`config.mk`:
```
export PLATFORM = sky130hd
export DESIGN_NAME = kline_autobaud_byte_receiver_core
export DESIGN_NICKNAME = d
export VERILOG_FILES = /design/src/hdl/kab_pkg.sv /design/src/hdl/kline_autobaud_byte_receiver_core.sv /design/src/hdl/kab_fsm.sv
export SDC_FILE = /design/constraint.sdc
export NUM_CORES = 1
export LEC_CHECK = 0
export ABC_AREA = 1
export BUFFER_PORTS_ARGS = -buffer_cell sky130_fd_sc_hd__buf_2
export CAP_MARGIN = 20
export CORE_UTILIZATION = 25
export DETAILED_ROUTE_END_ITERATION = 6
export PLACE_DENSITY = 0.39
export SYNTH_ARGS = -nofsm -noshare
export SYNTH_HDL_FRONTEND = slang
export SYNTH_SLANG_ARGS = --single-unit
```
`constraint.sdc`:
```
create_clock -name clk -period 2.94 [get_ports clk]
set_input_delay 0.294 -clock clk [delete_from_list [all_inputs] [get_ports clk]]
set_output_delay 0.294 -clock clk [all_outputs]
set_load 0.03 [all_outputs]
```
`src/hdl/kab_pkg.sv`:
```
package kab_pkg;

    localparam logic [15:0] DEFAULT_BIT_TICKS        = 16'd46;
    localparam logic [15:0] INTER_BYTE_TIMEOUT_RESET = 16'd20;
    localparam logic [15:0] COUNT_MAX                = 16'hFFFF;

    localparam logic ACT_START = 1'b0;
    localparam logic ACT_TICK  = 1'b1;

    localparam logic STATUS_BYTE    = 1'b0;
    localparam logic STATUS_TIMEOUT = 1'b1;

    localparam int TDATA_IN_W  = 32;
    localparam int TDATA_OUT_W = 16;

    typedef struct packed {
        logic        action;
        logic        line_level;
        logic        ms_strobe;
        logic [7:0]  byte_count;
        logic [15:0] first_timeout_ms;
        logic        auto_baud;
    } kab_item_t;

    typedef struct packed {
        logic [7:0] data_byte;
        logic       status;
        logic [7:0] bytes_received;
        logic       last;
    } kab_result_t;

endpackage

```
`src/hdl/kline_autobaud_byte_receiver_core.sv`:
```
// A registered result appears on the master side the cycle after the tick transaction that
// completes the byte or the timeout. Throughput: one input transaction per clock; the slave
// side stalls only while the output register is full and the master side is held off.
// Reset (rst_n, asynchronous, active low) returns the receiver to idle, sets the bit period
// to 46 ticks and the inter-byte timeout to 20 ms, and empties the output register.
module kline_autobaud_byte_receiver_core import kab_pkg::*;
(
    input  logic                   clk,
    input  logic                   rst_n,

    // Tick and start-request stream.
    input  logic                   s_tvalid,
    output logic                   s_tready,
    // [0] line_level, [1] ms_strobe, [9:2] byte_count, [25:10] first_timeout_ms,
    // [26] auto_baud, [31:27] zero
    input  logic [TDATA_IN_W-1:0]  s_tdata,
    // [0] action (0 = start request, 1 = timer tick)
    input  logic                   s_tuser,

    // Result stream.
    output logic                   m_tvalid,
    input  logic                   m_tready,
    // [7:0] data_byte, [15:8] bytes_received
    output logic [TDATA_OUT_W-1:0] m_tdata,
    // [0] status (0 = byte, 1 = timeout)
    output logic                   m_tuser,
    output logic                   m_tlast,

    // Inter-byte timeout register write channel.
    input  logic                   cfg_valid,
    output logic                   cfg_ready,
    input  logic [15:0]            cfg_data
);

    logic [15:0] inter_byte_timeout_reg;
    logic        out_valid_reg, out_valid_next;
    kab_result_t out_res_reg;
    logic        accept;
    kab_item_t   item;
    logic        res_valid;
    kab_result_t res;

    // The register is always writable; writes are only expected while idle.
    assign cfg_ready = 1'b1;

    // The output register frees up in the same cycle that its result is taken, so a new
    // transaction can be accepted every clock while the master side keeps up.
    assign s_tready = !out_valid_reg || m_tready;
    assign accept   = s_tvalid && s_tready;

    always_comb
    begin
        item.action           = s_tuser;
        item.line_level       = s_tdata[0];
        item.ms_strobe        = s_tdata[1];
        item.byte_count       = s_tdata[9:2];
        item.first_timeout_ms = s_tdata[25:10];
        item.auto_baud        = s_tdata[26];
    end

    kab_fsm u_fsm
    (
        .clk                   (clk),
        .rst_n                 (rst_n),
        .accept                (accept),
        .item                  (item),
        .inter_byte_timeout_ms (inter_byte_timeout_reg),
        .res_valid             (res_valid),
        .res                   (res)
    );

    // A new result can only be loaded when the register is empty or being drained.
    assign out_valid_next = accept ? res_valid : (out_valid_reg && !m_tready);

    always_ff @(posedge clk or negedge rst_n)
    begin
        if (!rst_n)
        begin
            out_valid_reg          <= 1'b0;
            inter_byte_timeout_reg <= INTER_BYTE_TIMEOUT_RESET;
        end
        else
        begin
            out_valid_reg <= out_valid_next;
            if (cfg_valid && cfg_ready)
            begin
                inter_byte_timeout_reg <= cfg_data;
            end
        end
    end

    always_ff @(posedge clk)
    begin
        if (accept && res_valid)
        begin
            out_res_reg <= res;
        end
    end

    assign m_tvalid = out_valid_reg;
    assign m_tdata  = {out_res_reg.bytes_received, out_res_reg.data_byte};
    assign m_tuser  = out_res_reg.status;
    assign m_tlast  = out_res_reg.last;

    // A timeout always ends the request and carries a zero data byte.
    assert property (@(posedge clk) disable iff (!rst_n)
        (m_tvalid && m_tuser == STATUS_TIMEOUT) |-> (m_tlast && m_tdata[7:0] == 8'd0))
        else $error("timeout result without last or with data");

    // An empty output register never holds off the slave side.
    assert property (@(posedge clk) disable iff (!rst_n)
        !out_valid_reg |-> s_tready)
        else $error("slave side stalled with empty output register");

    // A result produced by an accepted transaction is visible on the next clock.
    assert property (@(posedge clk) disable iff (!rst_n)
        (accept && res_valid) |=> m_tvalid)
        else $error("result lost between engine and output register");

endmodule

```
`src/hdl/kab_fsm.sv`:
```
module kab_fsm import kab_pkg::*;
(
    input  logic        clk,
    input  logic        rst_n,
    input  logic        accept,
    input  kab_item_t   item,
    input  logic [15:0] inter_byte_timeout_ms,
    output logic        res_valid,
    output kab_result_t res
);

    typedef enum logic [2:0] {
        PH_IDLE,
        PH_WAIT,
        PH_START,
        PH_HALF,
        PH_BITS,
        PH_STOP
    } phase_t;

    phase_t      phase_reg, phase_next;
    logic [15:0] tick_count_reg, tick_count_next;
    logic [15:0] bit_period_reg, bit_period_next;
    logic [15:0] ms_elapsed_reg, ms_elapsed_next;
    logic [15:0] timeout_limit_reg, timeout_limit_next;
    logic [2:0]  bit_index_reg, bit_index_next;
    logic [7:0]  shift_byte_reg, shift_byte_next;
    logic [7:0]  received_count_reg, received_count_next;
    logic [7:0]  wanted_count_reg, wanted_count_next;
    logic        measure_flag_reg, measure_flag_next;

    logic [15:0] tick_inc;
    logic [15:0] period_now;
    logic [16:0] half_sum;
    logic [15:0] half_period;
    logic [15:0] ms_inc;
    logic [7:0]  shift_in;
    logic [7:0]  count_inc;

    always_comb
    begin
        tick_inc    = (tick_count_reg == COUNT_MAX) ? tick_count_reg : tick_count_reg + 16'd1;
        period_now  = (bit_period_reg == 16'd0) ? 16'd1 : bit_period_reg;
        half_sum    = {1'b0, period_now} + 17'd1;
        half_period = half_sum[16:1];
        ms_inc      = (item.ms_strobe && ms_elapsed_reg != COUNT_MAX) ?
                      ms_elapsed_reg + 16'd1 : ms_elapsed_reg;
        shift_in    = {item.line_level, shift_byte_reg[7:1]};
        count_inc   = received_count_reg + 8'd1;

        phase_next          = phase_reg;
        tick_count_next     = tick_count_reg;
        bit_period_next     = bit_period_reg;
        ms_elapsed_next     = ms_elapsed_reg;
        timeout_limit_next  = timeout_limit_reg;
        bit_index_next      = bit_index_reg;
        shift_byte_next     = shift_byte_reg;
        received_count_next = received_count_reg;
        wanted_count_next   = wanted_count_reg;
        measure_flag_next   = measure_flag_reg;
        res_valid           = 1'b0;
        res                 = '0;

        if (accept)
        begin
            if (item.action == ACT_START)
            begin
                wanted_count_next   = item.byte_count;
                timeout_limit_next  = item.first_timeout_ms;
                measure_flag_next   = item.auto_baud;
                received_count_next = 8'd0;
                ms_elapsed_next     = 16'd0;
                tick_count_next     = 16'd0;
                bit_index_next      = 3'd0;
                shift_byte_next     = 8'd0;
                phase_next          = (item.byte_count == 8'd0) ? PH_IDLE : PH_WAIT;
            end
            else
            begin
                unique case (phase_reg)
                    PH_WAIT:
                    begin
                        if (item.line_level)
                        begin
                            ms_elapsed_next = ms_inc;
                            if (ms_inc > timeout_limit_reg)
                            begin
                                res_valid          = 1'b1;
                                res.data_byte      = 8'd0;
                                res.status         = STATUS_TIMEOUT;
                                res.bytes_received = received_count_reg;
                                res.last           = 1'b1;
                                phase_next         = PH_IDLE;
                            end
                        end
                        else
                        begin
                            tick_count_next = 16'd0;
                            phase_next      = PH_START;
                        end
                    end
                    PH_START:
                    begin
                        tick_count_next = tick_inc;
                        if (measure_flag_reg)
                        begin
                            if (item.line_level)
                            begin
                                bit_period_next = tick_inc;
                                tick_count_next = 16'd0;
                                phase_next      = PH_HALF;
                            end
                        end
                        else if (tick_inc >= period_now)
                        begin
                            tick_count_next = 16'd0;
                            phase_next      = PH_HALF;
                        end
                    end
                    PH_HALF:
                    begin
                        tick_count_next = tick_inc;
                        if (tick_inc >= half_period)
                        begin
                            shift_byte_next = {item.line_level, 7'd0};
                            bit_index_next  = 3'd1;
                            tick_count_next = 16'd0;
                            phase_next      = PH_BITS;
                        end
                    end
                    PH_BITS:
                    begin
                        tick_count_next = tick_inc;
                        if (tick_inc >= period_now)
                        begin
                            shift_byte_next = shift_in;
                            bit_index_next  = bit_index_reg + 3'd1;
                            tick_count_next = 16'd0;
                            if (bit_index_reg == 3'd7)
                            begin
                                received_count_next = count_inc;
                                res_valid           = 1'b1;
                                res.data_byte       = shift_in;
                                res.status          = STATUS_BYTE;
                                res.bytes_received  = count_inc;
                                res.last            = (count_inc >= wanted_count_reg);
                                phase_next          = (count_inc >= wanted_count_reg) ?
                                                      PH_IDLE : PH_STOP;
                            end
                        end
                    end
                    PH_STOP:
                    begin
                        tick_count_next = tick_inc;
                        if (tick_inc >= period_now)
                        begin
                            tick_count_next    = 16'd0;
                            ms_elapsed_next    = 16'd0;
                            timeout_limit_next = inter_byte_timeout_ms;
                            phase_next         = PH_WAIT;
                        end
                    end
                    default:
                    begin
                        phase_next = PH_IDLE;
                    end
                endcase
            end
        end
    end

    always_ff @(posedge clk or negedge rst_n)
    begin
        if (!rst_n)
        begin
            phase_reg          <= PH_IDLE;
            tick_count_reg     <= 16'd0;
            bit_period_reg     <= DEFAULT_BIT_TICKS;
            ms_elapsed_reg     <= 16'd0;
            timeout_limit_reg  <= 16'd0;
            bit_index_reg      <= 3'd0;
            shift_byte_reg     <= 8'd0;
            received_count_reg <= 8'd0;
            wanted_count_reg   <= 8'd0;
            measure_flag_reg   <= 1'b0;
        end
        else
        begin
            phase_reg          <= phase_next;
            tick_count_reg     <= tick_count_next;
            bit_period_reg     <= bit_period_next;
            ms_elapsed_reg     <= ms_elapsed_next;
            timeout_limit_reg  <= timeout_limit_next;
            bit_index_reg      <= bit_index_next;
            shift_byte_reg     <= shift_byte_next;
            received_count_reg <= received_count_next;
            wanted_count_reg   <= wanted_count_next;
            measure_flag_reg   <= measure_flag_next;
        end
    end

    // The bit index is back at zero whenever the half-bit phase is entered.
    assert property (@(posedge clk) disable iff (!rst_n)
        (phase_reg == PH_HALF) |-> (bit_index_reg == 3'd0))
        else $error("bit index not cleared before the first data bit");

    // A byte result always matches the incremented received count.
    assert property (@(posedge clk) disable iff (!rst_n)
        (res_valid && res.status == STATUS_BYTE) |-> (res.bytes_received == count_inc))
        else $error("byte result count out of step");

    // A measured period is never shorter than one tick.
    assert property (@(posedge clk) disable iff (!rst_n)
        bit_period_reg != 16'd0)
        else $error("bit period collapsed to zero");

endmodule

```
==> flow_summary.ini, run 1 <==
[global_route]
gr-total-overflow = 0
track_usage_pct = 15.3
grt_pass1_vias = 7956
grt_pass1_wl_um = 40700
antenna_found_initial = 1
grt_start_max_net_pins = 75

[floorplan]
rows = 66
pin_count = 75
die_height_um = 185
fp.coreArea_mm2 = 0.0327
start_util_pct = 25.6
design.die.area_mm2 = 0.0342
die_w_um = 185

[flow_run]
drv_cap = 0

[route]
wire_per_inst_um = 13.6
drtIter0Drc = 314
drcViolationCount = 0
dr_total_vias = 7782
wirelength_um = 24700
postRouteAntennaNets = 0
drt-vias-per-instance = 4.29
dr.pass1.iters = 4

[timing]
tightestPinTransition_ns = 0.569
hold_viol = 0
finalSetupTns_ns = -10.60
fmax_mhz = 313
finClkSkew_ns = 0.0172
relSlewSlack_pct = 61.7
setup_ws_ns = -0.251
fin_crit_sh_pct = 109
rsz0062_at_grt = true
finalSetupViolations = 84
report.final.slew_viol_count = 0
fin_crit_ns = 3.19

[status]
status = finished with violations
failed_checks = setup timing

[min_path]
hold_path_class = input pin to flop
hold_path_end = inter_byte_timeout_reg[6]$_DFFE_PN0P_
min_path_cells = 3
min_from = cfg_data[6]

[power]
p_leak_uw = 0.00608
peakVddDrop_uv = 391
p_per_area_mw_per_mm2 = 542

[critical_path]
r2r_slack_ns = -0.25
critPathMaxFanout = 6
crit_path_end_kind = flop
crit_type = flop to flop
cp-start-kind = flop
r2r_start = u_fsm.ms_elapsed_reg[1]$_DFFE_PN0P_
r2r_cells = 20
cp.arrival_ns = 3.33
required_ns = 3.08
r2r-end = m_tdata[1]$_SDFFCE_PN0P_
startpoint = u_fsm.ms_elapsed_reg[1]$_DFFE_PN0P_

[logic_synthesis]
yosysTopAreaCell = dfrtp_1
ys_seq_elements = 129
yosysSeqAreaShare_pct = 39.8
synth_top_area_share_pct = 31.4
synth.distinct_cells = 52
async_flop_share_pct = 86.0
synth_nets = 1209
ys_warn_count = 0
synthCells = 1094
avgSynthCellArea_um2 = 7.64
synth_edf_count = 18
synth_area_leaders = dfrtp_1, nand2_1, ha_1
syn_area_mm2 = 0.00836
ys.flop_type = dfrtp_1

[layout]
final_util_pct = 37.9
fin_cells = 1813
mostFrequentLayoutCell = nand2_1
drive_gt1_share_pct = 38.8
final_cell_mix = nand2_1, buf_4, inv_1
syn_to_final_growth_pct = 48.5
design_area_mm2 = 0.0124
antennaDiodeCount = 0
nets = 1473

[clock_tree]
root_buffer = clkbuf_16
clock_latency_ns = 0.43
htreeDepth = 4
cts.clk_slew.worst_paths_ns = 0.07
numCtsBuffers = 17
cts_max_path_buffers = 2
cts_tree = yes
cts.sinks = 129

[placement]
place_area_mm2 = 0.0103
hpwlAfterDp_um = 17400
placed_cells = 1734
finalWeightedCongestion = 0.771
port_buffers = 68
[worst max-delay path, stage by stage (launching register included)]
cell,delay [ns]
dfrtp_1,0.38
ha_2,0.21
inv_2,0.06
nor2_4,0.11
nand4_1,0.14
nand2_4,0.19
buf_6,0.13
nor2_4,0.03
xor2_2,0.21
inv_2,0.07
ha_4,0.28
nand2_4,0.06
a21oi_2,0.12
nor2_2,0.05
nand2_1,0.08
nand2_2,0.07
nand2_2,0.09
nand4_1,0.10
buf_6,0.15
o21ai_4,0.20
buf_6,0.17
[per-layer routing]
metal  up-vias  part of all wire (%)  track usage, %
li1       4048                     -               -
met1      3641                    50            20.4
met2        77                    47            25.5
met3        16                   2.1            2.46
met4         0                  0.94            4.36
met5         -                     0               0
[where the power goes]
part	total (µW)	switching, µW	internal [µW]
registers	2230	158	2070
clock network	2220	912	1310
logic	2270	1310	962
total	6730	2380	4350
[stage by stage]
step                      power, µW  hold slack [ns]  setup slack (ns)
after global routing           7200           0.0579            -0.425
after detailed placement       4150            0.170            -0.292
final                          6730           0.0602            -0.251
after CTS                      6640           0.0444            -0.221
after floorplan                3370         -0.00159           -0.0515
after global placement         4160            0.171            -0.286
[Yosys cell counts (7+ instances only)]
cell,count
a21oi_1,37
buf_2,8
dfrtp_1,105
edfxtp_1,18
ha_1,61
inv_1,148
inv_2,13
nand2_1,333
nand2_2,11
nand3_1,45
nand4_1,15
nor2_1,66
nor3_1,13
nor4_1,7
o21ai_0,74
o21ai_1,31
xor2_1,18
[worst max-delay path by stage]
stage / end / slack, ns / cells past startpoint
floorplan: m_tdata[0]$_SDFFCE_PN0P_ / -0.05 / 18
global placement: m_tdata[9]$_SDFFCE_PN0P_ / -0.29 / 20
detailed placement: m_tdata[3]$_SDFFCE_PN0P_ / -0.29 / 17
CTS: m_tdata[1]$_SDFFCE_PN0P_ / -0.22 / 19
global route: m_tdata[1]$_SDFFCE_PN0P_ / -0.43 / 20
finish: m_tdata[1]$_SDFFCE_PN0P_ / -0.25 / 20
[layout make-up]
cell class	count	area [µm²]
timing repair inverter	1	8.76
tap	442	553
clock inverter	13	150
sequential	129	3330
timing repair buffer	269	2110
multi-input combinational	778	5170
clock buffer	19	454
inverter	162	634
fill	3516	20300
[cell families (layout without fill, tap and decap cells)]
family | Yosys count | count (layout) | share of synthesized area [%]
fa+ha+maj | 61 | 61 | 9.13
other cells | 1 | 1 | 0.0449
xor+xnor | 26 | 26 | 2.90
buf+inv | 188 | 464 | 9.31
compound gates | 165 | 165 | 10.7
simple gates | 524 | 525 | 28.1
flops | 129 | 129 | 39.8
[repair_timing]
item,CTS,global route
pin swaps,55,56
hold buffers,1,0
gates cloned,9,0
endpoints found under the hold margin,9,0
endpoints found under the setup margin,106,106
resized for setup,135,137
buffers inserted,32,12
No activity file was read; power rests on OpenSTA's default activity.
==> inputs of run 2 (changes only) <==
==> constraint.sdc (replaced) <==
create_clock -name clk -period 2.94 [get_ports clk]
set_input_delay 0.441 -clock clk [delete_from_list [all_inputs] [get_ports clk]]
set_output_delay 0.441 -clock clk [all_outputs]
set_load 0.03 [all_outputs]
==> run 2 against run 1 <==
Net effect: register-to-register slack better by 0.04 ns; clock power hardly changed; first-iteration DRC count is 17% lower; the run still ends with setup timing left; clock skew is 0.0039 ns lower; die area stayed put.
==> flow_summary.ini, run 2 (synthesized netlist as in run 1, its figures left out) <==
[power]
p_per_area_mw_per_mm2 = 541
p_leak_uw = 0.00622
power_uw = 6740
peakVddDrop_uv = 393

[status]
failed_checks = setup timing
status = finished with violations

[clock_tree]
cts_max_path_buffers = 2
htreeDepth = 4
cts_tree = yes
cts_hold_buf = 0
cts.sinks = 129
numCtsBuffers = 17
root_buffer = clkbuf_16
clock_latency_ns = 0.44
cts.clk_slew.worst_paths_ns = 0.07

[critical_path]
cp.arrival_ns = 3.42
crit_type = flop to flop
worstPathCellList = ha_2 > inv_2 > nor2_4 > nand4_1 > nand2_2 > clkinv_4 > buf_8 > buf_6 > nand2_4 > xor2_4 > ha_4 > nand2_2 > inv_2 > nand3_2 > nor2_4 > nand2_2 > nand2_2 > nand4_1 > buf_4 > inv_4 > buf_6 > nand2_1 > a21oi_1
crit_path_end_kind = flop
cpMostUsedCell = nand2_2
required_ns = 3.21
cp_slowest_cell = dfrtp_1
cp_slowest_stage_delay_ns = 0.39
critPathMaxFanout = 6
cp-start-kind = flop

[global_route]
grt_pass1_vias = 7989
grt_pass1_wl_um = 40200
antenna_found_initial = 1
track_usage_pct = 15.0
grt_start_max_net_pins = 47
gr-total-overflow = 0

[flow_run]
drv_cap = 0

[timing]
hold_ws_ns = 0.0563
tightestPinTransition_ns = 0.755
finalSetupTns_ns = -9.88
hold_viol = 0
fmax_mhz = 318
finClkSkew_ns = 0.0133
finalSetupViolations = 90
relSlewSlack_pct = 49.7
fin_crit_sh_pct = 107
rsz0062_at_grt = true
report.final.slew_viol_count = 0
setup_ws_ns = -0.209
fin_crit_ns = 3.15

[route]
drcViolationCount = 0
dr_total_vias = 7770
drt-vias-per-instance = 4.29
wire_per_inst_um = 13.5
postRouteAntennaNets = 0
wirelength_um = 24400
dr.pass1.iters = 4
drtIter0Drc = 260

[floorplan]
pin_count = 75
design.die.area_mm2 = 0.0342
rows = 66
die_height_um = 185
fp.coreArea_mm2 = 0.0327
die_w_um = 185
start_util_pct = 25.6

[placement]
hpwlAfterDp_um = 17100
post-place-ws_ns = -0.392
port_buffers = 68
finalWeightedCongestion = 0.778

[layout]
num-fill-cells = 3466
multi_input_area_mm2 = 0.00524
mostFrequentLayoutCell = nand2_1
seqCellArea_mm2 = 0.00333
syn_to_final_growth_pct = 49.0
nets = 1472
antennaDiodeCount = 0
final_cell_mix = nand2_1, buf_4, inv_1
drive_gt1_share_pct = 41.0

[min_path]
hold_path_class = input pin to asynchronous set/reset pin
[run 2: cell types whose count changed in the layout (fill, tap and decap cells not counted), moves of 8 or more]
cell and delta:
o21ai_2 +11, nor2_4 -11, buf_6 -9, o21ai_1 -9
nand3_2 +8, nand3_1 -12, nand2_2 +10, nand2_1 -18
[run 2: critical path: cells and delay by family, from the launching register on]
kind | cells | cell delay [ns]
adder cells (fa/ha/maj) | 2 | 0.48
AND/OR/NAND/NOR | 11 | 1.06
AO/OA/AOI/OAI | 1 | 0.12
flip-flops | 1 | 0.39
XOR/XNOR | 1 | 0.08
buffers and inverters | 8 | 0.87
[run 2: cell type report]
| cell class | instances | share of cell area, % |
|---|---|---|
| multi-input cells | 778 | 42.1 |
| flip-flops and latches | 129 | 26.7 |
| repair buffers | 269 | 16.8 |
| inverters | 162 | 5.11 |
| well taps | 442 | 4.44 |
| clock buffers | 20 | 3.85 |
| clock inverters | 12 | 0.935 |
[run 2: metrics by stage]
| stage | util, % | instance area (µm²) | instances |
|---|---|---|---|
| global placement | 31.5 | 10300 | 1731 |
| finish | 38.1 | 12400 | 1812 |
| detailed placement | 31.5 | 10300 | 1731 |
| CTS | 36.0 | 11800 | 1806 |
| global route | 38.1 | 12400 | 1812 |
| floorplan | - | 8380 | 1094 |
[run 2: report_power, final]
group | switching (µW) | leakage, µW | internal [µW]
Sequential | 161 | 0.00156 | 2070
Combinational | 1330 | 0.00435 | 967
Clock | 931 | 0.000297 | 1280
Total | 2420 | 0.00622 | 4320
[run 2: path summary, 6_finish.rpt]
check                                                    startpoint                                    end  slack (ns)  cells past startpoint
worst max register to register  u_fsm.ms_elapsed_reg[1]$_DFFE_PN0P_              m_tdata[15]$_SDFFCE_PN0P_       -0.21                     23
worst min-delay path                                          rst_n    u_fsm.bit_period_reg[0]$_DFFE_PN0P_        0.06                      1
min in group clk                                        cfg_data[6]  inter_byte_timeout_reg[6]$_DFFE_PN0P_        0.21                      3
worst max-delay path            u_fsm.ms_elapsed_reg[1]$_DFFE_PN0P_              m_tdata[15]$_SDFFCE_PN0P_       -0.21                     23
max in group asynchronous                                     rst_n  inter_byte_timeout_reg[2]$_DFFE_PN1P_        2.08                      2
worst min register to register  u_fsm.shift_byte_reg[7]$_DFFE_PN0P_    u_fsm.shift_byte_reg[7]$_DFFE_PN0P_        0.48                      2
[run 2: per-layer routing]
metal,up-vias,track usage (%),share of wire (%)
met3,7,3.01,2.3
li1,4055,-,-
met4,0,3.14,0.67
met5,-,0,0
met2,84,25.8,49
met1,3624,19.4,48
[run 2: what timing repair did]
item	in CTS	in global routing
pin swaps	63	69
endpoints found under the setup margin	105	107
buffers inserted	38	10
gates resized for setup	129	164
endpoints found under the hold margin	0	0
cloned	6	1
